File: config.mk
export PLATFORM = sky130hd
export DESIGN_NAME = rgba_frame_abs_diff_compare_unit
export DESIGN_NICKNAME = d
export VERILOG_FILES = /design/src/design/rfad_pkg.sv /design/src/design/rfad_lane.sv /design/src/design/rfad_merge.sv /design/src/design/rgba_frame_abs_diff_compare_unit.sv
export SDC_FILE = /design/constraint.sdc
export NUM_CORES = 1
export LEC_CHECK = 0
export BUFFER_PORTS_ARGS = -buffer_cell sky130_fd_sc_hd__buf_2
export CORE_UTILIZATION = 26
export DETAILED_ROUTE_END_ITERATION = 10
export GPL_ROUTABILITY_DRIVEN = 0
export HOLD_SLACK_MARGIN = 0.1
export PLACE_DENSITY_LB_ADDON = 0.12
export SLEW_MARGIN = 20
export SYNTH_ARGS = -nofsm -noshare
export SYNTH_HDL_FRONTEND = slang
export SYNTH_SLANG_ARGS = --single-unit
File: constraint.sdc
create_clock -name clk -period 11.6 [get_ports clk]
set_input_delay 1.16 -clock clk [delete_from_list [all_inputs] [get_ports clk]]
set_output_delay 1.16 -clock clk [all_outputs]
set_load 0.005 [all_outputs]
File: src/design/rfad_pkg.sv
// Shared types and constants for the RGBA frame absolute-difference compare unit.
// Used by the lane, merge and top-level modules; depends on nothing else.
`timescale 1ns / 1ps

package rfad_pkg;

  localparam int MAX_DIMENSION = 4096;
  localparam int CHANNELS      = 4;

  localparam int POS_W      = $clog2(MAX_DIMENSION);
  localparam int SIZE_W     = 13;
  localparam int CH_W       = 2;
  localparam int ITEM_SUM_W = 8 + $clog2(CHANNELS);
  localparam int SUM_W      = 34;

  localparam logic [7:0]        TOL_RESET  = 8'd40;
  localparam logic [SIZE_W-1:0] SIZE_RESET = 13'd64;

  // Register indexes, taken from paddr[3:2].
  localparam logic [1:0] REG_TOLERANCE    = 2'd0;
  localparam logic [1:0] REG_FRAME_WIDTH  = 2'd1;
  localparam logic [1:0] REG_FRAME_HEIGHT = 2'd2;

  typedef logic [7:0]            diff_t;
  typedef logic [CH_W-1:0]       ch_t;
  typedef logic [POS_W-1:0]      pos_t;
  typedef logic [ITEM_SUM_W-1:0] item_sum_t;

  // Position of a pixel within its frame, and whether it closes the frame.
  typedef struct packed {
    pos_t col;
    pos_t row;
    logic last;
  } tag_t;

  // Per-pixel result of the merge stage.
  typedef struct packed {
    diff_t     peak;
    ch_t       ch;
    item_sum_t sum;
    tag_t      tag;
  } merged_t;

endpackage

File: src/design/rfad_lane.sv
// One channel lane: registered absolute difference of two 8-bit samples.
// Depends on rfad_pkg.
`timescale 1ns / 1ps

module rfad_lane (
  input  logic          clk,
  input  logic          en,
  input  rfad_pkg::diff_t a,
  input  rfad_pkg::diff_t b,
  output rfad_pkg::diff_t diff_r
);

  rfad_pkg::diff_t diff_nxt;

  always_comb begin
    if (a > b) begin
      diff_nxt = a - b;
    end else begin
      diff_nxt = b - a;
    end
  end

  always_ff @(posedge clk) begin
    if (en) begin
      diff_r <= diff_nxt;
    end
  end

endmodule

File: src/design/rfad_merge.sv
// Merge stage: combines the lane differences of one pixel into its peak,
// the lowest channel holding that peak, and the pixel's difference sum.
// Depends on rfad_pkg.
`timescale 1ns / 1ps

module rfad_merge (
  input  logic              clk,
  input  logic              en,
  input  rfad_pkg::diff_t   diffs [rfad_pkg::CHANNELS],
  input  rfad_pkg::tag_t    tag,
  output rfad_pkg::merged_t merged_r
);

  rfad_pkg::merged_t merged_nxt;

  always_comb begin
    merged_nxt.peak = diffs[0];
    merged_nxt.ch   = '0;
    merged_nxt.sum  = rfad_pkg::item_sum_t'(diffs[0]);
    merged_nxt.tag  = tag;
    // A strictly greater value is needed to move, so the lowest channel wins ties.
    for (int i = 1; i < rfad_pkg::CHANNELS; i++) begin
      if (diffs[i] > merged_nxt.peak) begin
        merged_nxt.peak = diffs[i];
        merged_nxt.ch   = rfad_pkg::ch_t'(i);
      end
      merged_nxt.sum = merged_nxt.sum + rfad_pkg::item_sum_t'(diffs[i]);
    end
  end

  always_ff @(posedge clk) begin
    if (en) begin
      merged_r <= merged_nxt;
    end
  end

endmodule

File: src/design/rgba_frame_abs_diff_compare_unit.sv
// A frame's last pixel passes the lane registers and the merge register before its result is registered.
// Throughput: one pixel pair per cycle; four difference lanes feed one merge stage
// and one accumulator, and input stalls only while a finished result waits and
// the next frame's last pixel is ready to leave the merge stage.
// Reset (rst_n, synchronous): pipeline empty, counters and frame state cleared,
// tolerance 40, frame size 64 x 64.
`timescale 1ns / 1ps

module rgba_frame_abs_diff_compare_unit (
  input  logic               clk,
  input  logic               rst_n,
  // Pixel pair input
  input  logic               in_valid,
  output logic               in_stall,
  input  logic [7:0]         in_first_red,
  input  logic [7:0]         in_first_green,
  input  logic [7:0]         in_first_blue,
  input  logic [7:0]         in_first_alpha,
  input  logic [7:0]         in_second_red,
  input  logic [7:0]         in_second_green,
  input  logic [7:0]         in_second_blue,
  input  logic [7:0]         in_second_alpha,
  // Frame result output
  output logic               out_valid,
  input  logic               out_stall,
  output logic [7:0]         out_peak_difference,
  output logic signed [12:0] out_peak_column,
  output logic signed [12:0] out_peak_row,
  output logic signed [2:0]  out_peak_channel,
  output logic [33:0]        out_difference_sum,
  output logic               out_within_tolerance,
  // Configuration port
  input  logic               psel,
  input  logic               penable,
  input  logic               pwrite,
  input  logic [3:0]         paddr,
  input  logic [31:0]        pwdata,
  output logic [31:0]        prdata,
  output logic               pready
);

  localparam int POS_W  = rfad_pkg::POS_W;
  localparam int SIZE_W = rfad_pkg::SIZE_W;

  // Configuration registers
  logic [7:0]        tol_r;
  logic [SIZE_W-1:0] width_r;
  logic [SIZE_W-1:0] height_r;
  logic              cfg_wr;

  assign pready = 1'b1;
  assign cfg_wr = psel && penable && pwrite;

  always_ff @(posedge clk) begin
    if (!rst_n) begin
      tol_r    <= rfad_pkg::TOL_RESET;
      width_r  <= rfad_pkg::SIZE_RESET;
      height_r <= rfad_pkg::SIZE_RESET;
    end else if (cfg_wr) begin
      unique case (paddr[3:2])
        rfad_pkg::REG_TOLERANCE:    tol_r    <= pwdata[7:0];
        rfad_pkg::REG_FRAME_WIDTH:  width_r  <= pwdata[SIZE_W-1:0];
        rfad_pkg::REG_FRAME_HEIGHT: height_r <= pwdata[SIZE_W-1:0];
        default: ;
      endcase
    end
  end

  always_comb begin
    unique case (paddr[3:2])
      rfad_pkg::REG_TOLERANCE:    prdata = {24'd0, tol_r};
      rfad_pkg::REG_FRAME_WIDTH:  prdata = {{(32-SIZE_W){1'b0}}, width_r};
      rfad_pkg::REG_FRAME_HEIGHT: prdata = {{(32-SIZE_W){1'b0}}, height_r};
      default:                    prdata = '0;
    endcase
  end

  // Pipeline control. Only a frame-closing pixel that cannot enter a full
  // output register holds the pipeline.
  logic s1_v_r, s2_v_r;
  logic hold, adv, in_acc, s2_fire;
  rfad_pkg::merged_t merged_r;

  assign hold     = s2_v_r && merged_r.tag.last && out_valid && out_stall;
  assign adv      = !hold;
  assign in_stall = hold;
  assign in_acc   = in_valid && !hold;
  assign s2_fire  = s2_v_r && adv;

  always_ff @(posedge clk) begin
    if (!rst_n) begin
      s1_v_r <= 1'b0;
      s2_v_r <= 1'b0;
    end else if (adv) begin
      s1_v_r <= in_acc;
      s2_v_r <= s1_v_r;
    end
  end

  // Column and row counters; a size of zero acts as one, a size above the
  // maximum dimension acts as the maximum.
  rfad_pkg::pos_t col_r, row_r;
  rfad_pkg::pos_t last_col, last_row;
  rfad_pkg::tag_t tag_in;
  rfad_pkg::tag_t tag_s1_r;

  always_comb begin
    if (width_r == '0) begin
      last_col = '0;
    end else if (width_r > SIZE_W'(rfad_pkg::MAX_DIMENSION)) begin
      last_col = POS_W'(rfad_pkg::MAX_DIMENSION - 1);
    end else begin
      last_col = POS_W'(width_r - SIZE_W'(1));
    end
    if (height_r == '0) begin
      last_row = '0;
    end else if (height_r > SIZE_W'(rfad_pkg::MAX_DIMENSION)) begin
      last_row = POS_W'(rfad_pkg::MAX_DIMENSION - 1);
    end else begin
      last_row = POS_W'(height_r - SIZE_W'(1));
    end
    tag_in.col  = col_r;
    tag_in.row  = row_r;
    tag_in.last = (col_r >= last_col) && (row_r >= last_row);
  end

  always_ff @(posedge clk) begin
    if (!rst_n) begin
      col_r <= '0;
      row_r <= '0;
    end else if (in_acc) begin
      if (col_r >= last_col) begin
        col_r <= '0;
        if (row_r >= last_row) begin
          row_r <= '0;
        end else begin
          row_r <= row_r + POS_W'(1);
        end
      end else begin
        col_r <= col_r + POS_W'(1);
      end
    end
  end

  always_ff @(posedge clk) begin
    if (adv) begin
      tag_s1_r <= tag_in;
    end
  end

  // Difference lanes
  rfad_pkg::diff_t first_arr  [4];
  rfad_pkg::diff_t second_arr [4];
  rfad_pkg::diff_t lane_diff  [rfad_pkg::CHANNELS];

  assign first_arr[0]  = in_first_red;
  assign first_arr[1]  = in_first_green;
  assign first_arr[2]  = in_first_blue;
  assign first_arr[3]  = in_first_alpha;
  assign second_arr[0] = in_second_red;
  assign second_arr[1] = in_second_green;
  assign second_arr[2] = in_second_blue;
  assign second_arr[3] = in_second_alpha;

  for (genvar g = 0; g < rfad_pkg::CHANNELS; g++) begin : g_lane
    rfad_lane u_lane (
      .clk    (clk),
      .en     (adv),
      .a      (first_arr[g]),
      .b      (second_arr[g]),
      .diff_r (lane_diff[g])
    );
  end

  rfad_merge u_merge (
    .clk      (clk),
    .en       (adv),
    .diffs    (lane_diff),
    .tag      (tag_s1_r),
    .merged_r (merged_r)
  );

  // Frame accumulator
  rfad_pkg::diff_t run_peak_r, new_peak;
  logic            run_valid_r, new_valid;
  rfad_pkg::pos_t  run_col_r, run_row_r, new_col, new_row;
  rfad_pkg::ch_t   run_ch_r, new_ch;
  logic [rfad_pkg::SUM_W-1:0] run_sum_r, new_sum;

  always_comb begin
    new_sum = run_sum_r + rfad_pkg::SUM_W'(merged_r.sum);
    if (merged_r.peak > run_peak_r) begin
      new_peak  = merged_r.peak;
      new_valid = 1'b1;
      new_col   = merged_r.tag.col;
      new_row   = merged_r.tag.row;
      new_ch    = merged_r.ch;
    end else begin
      new_peak  = run_peak_r;
      new_valid = run_valid_r;
      new_col   = run_col_r;
      new_row   = run_row_r;
      new_ch    = run_ch_r;
    end
  end

  always_ff @(posedge clk) begin
    if (!rst_n) begin
      run_peak_r  <= '0;
      run_valid_r <= 1'b0;
      run_col_r   <= '0;
      run_row_r   <= '0;
      run_ch_r    <= '0;
      run_sum_r   <= '0;
    end else if (s2_fire) begin
      if (merged_r.tag.last) begin
        run_peak_r  <= '0;
        run_valid_r <= 1'b0;
        run_col_r   <= '0;
        run_row_r   <= '0;
        run_ch_r    <= '0;
        run_sum_r   <= '0;
      end else begin
        run_peak_r  <= new_peak;
        run_valid_r <= new_valid;
        run_col_r   <= new_col;
        run_row_r   <= new_row;
        run_ch_r    <= new_ch;
        run_sum_r   <= new_sum;
      end
    end
  end

  // Output register
  always_ff @(posedge clk) begin
    if (!rst_n) begin
      out_valid <= 1'b0;
    end else if (s2_fire && merged_r.tag.last) begin
      out_valid <= 1'b1;
    end else if (!out_stall) begin
      out_valid <= 1'b0;
    end
  end

  // A frame without any difference reports its location as all ones.
  always_ff @(posedge clk) begin
    if (s2_fire && merged_r.tag.last) begin
      out_peak_difference  <= new_peak;
      out_peak_column      <= new_valid ? $signed({1'b0, new_col}) : '1;
      out_peak_row         <= new_valid ? $signed({1'b0, new_row}) : '1;
      out_peak_channel     <= new_valid ? $signed({1'b0, new_ch}) : '1;
      out_difference_sum   <= new_sum;
      out_within_tolerance <= (new_peak <= tol_r);
    end
  end

endmodule
==> impl_summary.log <==
INFO  metric status = finished clean
INFO  metric place.detailed.instances = 2789
INFO  metric power.internal = 2.68 mW
INFO  metric cellPowerDensity = 201 nW/um^2
INFO  metric ys_seq_area_frac = 0.438
INFO  metric finalCoreUtilization = 0.307
INFO  metric setup.worst_path.start_class = register
INFO  metric timing.max_slew.rel_slack = 0.263
INFO  metric finalWorstPathRequiredPeriod = 6.60 ns
INFO  metric area.growth.synth_to_final = 16.5%
INFO  metric slowest_delay = 0.59 ns
INFO  metric synth_edf_count = 172
INFO  metric crit-reg2reg-capture = u_merge.merged_r[38]$_DFFE_PN_
INFO  metric timing_max_transition_violations_final = 0
INFO  metric worst_hold_path_type = reg2reg
INFO  metric placement.io_buffers = 172
INFO  metric height_of_the_die = 263 um
INFO  metric finalNonFillerCells = 2859
INFO  metric worst_r2r_path_depth = 27
INFO  metric synth_area_leaders = sky130_fd_sc_hd__edfxtp_1 (29%), sky130_fd_sc_hd__dfxtp_1 (15%), sky130_fd_sc_hd__ha_1 (11%)
INFO  metric boundaryPins = 214
INFO  metric wl = 46.1 mm
INFO  metric netlist-cell-type-count = 74
INFO  metric postSynth.asyncResetShare = 0
INFO  metric cp_data_arrival_time = 6.89 ns
INFO  metric max-vdd-ir-drop = 0.132 mV
INFO  metric cp-end-kind = register
INFO  metric die_w = 263 um
INFO  metric detail_route.drc_violations = 0
INFO  metric groute.usage.overall = 0.132
INFO  metric cts_buffers = 38
INFO  metric avg_synthesized_cell_area = 9.83 sq um
INFO  metric whs_path_depth = 0
INFO  metric pin_count_of_the_biggest_net_entering_global_routing = 68
INFO  metric power_frac_seq = 0.337
INFO  metric via_count_of_the_first_global_routing_pass = 13.1k
INFO  metric clock_tree.root_cell = sky130_fd_sc_hd__clkbuf_16
INFO  metric synth_area = 17700 sq um
INFO  metric wire_length_of_the_first_global_routing_pass = 73.2 mm
INFO  metric route.detailed.wl_per_inst = 16.1 um
INFO  metric post_drt_via_cell_ratio = 4.58
INFO  metric ctsResizeCount = 0
INFO  metric drv.max_cap_violation_count = 0
INFO  metric core = 67300 sq um
INFO  metric fin_total_pwr = 4.14 mW
INFO  metric timing.clock.skew = 0.0223 ns
INFO  metric detail_route.first_pass.iterations = 5
INFO  metric worstSetupStartpoint = g_lane[0].u_lane.diff_r[1]$_DFFE_PN_
INFO  metric post_synthesis_cells = 1803
INFO  metric fillerInstances = 7068
INFO  metric route.antenna.remaining_nets = 0
INFO  metric finalSetupViolations = 0
INFO  metric final.period_utilization = 0.569
INFO  metric worst-r2r-setup-slack = 5.00 ns
INFO  metric final_layout_size_suffix_gt1_frac = 0.137
INFO  metric tritoncts = done
INFO  metric tritoncts_num_sinks = 302
INFO  metric rows = 95
INFO  metric power.leakage = 8.76 nW
INFO  metric synthFlopType = sky130_fd_sc_hd__edfxtp_1
INFO  metric type_of_the_worst_setup_path = reg2reg
INFO  metric switching_share = 0.353
INFO  metric power.clock.fraction = 0.280
INFO  metric critical_path.endpoint = u_merge.merged_r[38]$_DFFE_PN_
INFO  metric power_switching = 1.46 mW
INFO  metric antenna_cells_inserted = 0
INFO  metric dp.final_hpwl = 35.0 mm
INFO  metric synth_largest_type_area_fraction = 0.291
INFO  metric crit-reg2reg-launch = g_lane[0].u_lane.diff_r[1]$_DFFE_PN_
INFO  metric achievable-frequency = 0.152 GHz
INFO  metric synth_warnings = 0
INFO  metric drt_first_iter_violations = 685
INFO  metric post-cts-setup-buffer-count = 0
INFO  metric top_cell_by_count_worst_path = sky130_fd_sc_hd__o21ai_0
INFO  metric die-area = 69200 sq um
INFO  metric synth_largest_area_cell = sky130_fd_sc_hd__edfxtp_1
INFO  metric nets_final = 2235
INFO  metric path_max_fanout = 13
INFO  metric ys_seq_elements = 302
INFO  metric grt_overflow_total = 0
INFO  metric hold_viol_final = 0
INFO  metric comb_power_share = 0.383
INFO  metric floorplan.initialDensity = 0.264
INFO  metric clock_latency_late_sink = 0.56 ns
INFO  metric cts.hold.buffers_added = 0
INFO  metric dr_total_vias = 13.1k
INFO  metric grt_setup_unrepaired = false
INFO  metric clockBufferDepth = 3
INFO  metric tightest_slew = 1.10 ns
INFO  metric cts_htree_levels = 2
INFO  metric antenna_violations_before_repair = 8
INFO  metric clkSlewWorstSetupHoldPaths = 0.05 ns
INFO  metric final.setup.tns = 0 ns
INFO  metric slowest_stage = sky130_fd_sc_hd__o31ai_4
INFO  metric worst_ep_required_time = 11.89 ns
cell families after synthesis:
| group | Yosys count | share of synthesized area |
|---|---|---|
| AO/OA/AOI/OAI | 435 | 0.159 |
| XOR/XNOR | 100 | 0.0494 |
| adder cells (fa/ha/maj) | 174 | 0.131 |
| buffers and inverters | 285 | 0.0673 |
| flip-flops | 302 | 0.438 |
| multiplexers | 58 | 0.0342 |
| other | 2 | 0.000424 |
| AND/OR/NAND/NOR | 447 | 0.121 |
placed cells by master, fill, tap and decap left out, types with 34 or more instances in the layout:
cell type,instances
sky130_fd_sc_hd__inv_1,197
sky130_fd_sc_hd__edfxtp_1,172
sky130_fd_sc_hd__buf_2,172
sky130_fd_sc_hd__ha_1,153
sky130_fd_sc_hd__nand2_1,147
sky130_fd_sc_hd__dfxtp_1,129
sky130_fd_sc_hd__a21oi_1,125
sky130_fd_sc_hd__nor2_1,114
sky130_fd_sc_hd__o21ai_0,80
sky130_fd_sc_hd__xnor2_1,59
sky130_fd_sc_hd__a22o_1,43
sky130_fd_sc_hd__xor2_1,41
sky130_fd_sc_hd__mux2i_1,41
sky130_fd_sc_hd__a31oi_1,40
sky130_fd_sc_hd__nand3_1,39
sky130_fd_sc_hd__clkbuf_16,39
sky130_fd_sc_hd__a21o_1,34
worst min path at each step:
stage                      startpoint                        endpoint  slack, ns
6_report       tag_s1_r[23]$_DFFE_PN_  u_merge.merged_r[23]$_DFFE_PN_       0.42
3_3_place_gp    tag_s1_r[2]$_DFFE_PN_   u_merge.merged_r[2]$_DFFE_PN_       0.40
2_1_floorplan   tag_s1_r[0]$_DFFE_PN_   u_merge.merged_r[0]$_DFFE_PN_       0.40
4_1_cts         tag_s1_r[2]$_DFFE_PN_   u_merge.merged_r[2]$_DFFE_PN_       0.41
5_1_grt        tag_s1_r[20]$_DFFE_PN_  u_merge.merged_r[20]$_DFFE_PN_       0.42
3_5_place_dp   tag_s1_r[21]$_DFFE_PN_  u_merge.merged_r[21]$_DFFE_PN_       0.40
flip-flops by register name, indices dropped and copies added (netlist names), 2 cells and up:
register	count
run_ch_r	2
g_lane.u_lane.diff_r	32
out_peak_row	12
tol_r	8
run_col_r	12
col_r	12
run_peak_r	8
out_peak_column	13
out_peak_difference	8
tag_s1_r	25
out_difference_sum	34
row_r	12
height_r	13
run_row_r	12
out_peak_channel	2
u_merge.merged_r	45
width_r	13
run_sum_r	34
through the flow:
step	hold WS [ns]	cell area, sq um	setup WS [ns]
after detailed placement	0.405	19400	4.66
after global routing	0.419	20600	4.53
final	0.417	20600	5.00
after global placement	0.404	19400	4.61
after CTS	0.415	20600	4.65
after floorplan	0.400	17800	5.30
routing by layer:
metal,vias to the layer above,GRT usage,part of all wire
met5,-,0,0.0011
met3,68,0.0279,0.047
met4,10,0.0338,0.020
met1,6117,0.177,0.48
li1,6659,-,-
met2,254,0.214,0.45
cell type report:
type	instances	area [sq um]	share of cell area
Inverter	197	739	0.0358
Multi-Input combinational cell	1234	8900	0.431
Timing Repair Buffer	183	943	0.0457
Sequential cell	302	7770	0.376
Tap cell	873	1090	0.0529
Clock inverter	12	134	0.00648
Clock buffer	58	1070	0.0517
power by group through the flow:
stage	clock [mW]	sequential [mW]	combinational (mW)
after global placement	0	1.42	1.58
after global routing	1.24	1.41	1.81
after CTS	1.21	1.40	1.61
after floorplan	0	1.38	1.21
final	1.16	1.40	1.58
after detailed placement	0	1.42	1.60
cells in the mapped netlist, drive strengths merged, types with 14 or more instances:
library cell  number
inv              197
edfxtp           172
ha               153
nand2            148
a21oi            130
dfxtp            130
nor2             115
o21ai             84
xnor2             59
clkbuf            52
a22o              43
mux2i             41
xor2              41
a31oi             40
nand3             39
buf               36
a21o              34
nor3              21
fa                19
nand4             18
and2              17
mux2              17
nor2b             16
o21bai            16
and3              15
nand2b            14
worst max-delay path: cells and delay by family (launching register included):
family	cells	cell delay, ns
adders and majority gates	3	0.91
DFF	1	0.45
and+or+nand+nor	5	0.64
buffers and inverters	4	0.44
muxes	2	0.72
AOI/OAI and AO/OA	13	3.19
No activity file was read; power rests on OpenSTA's default activity.
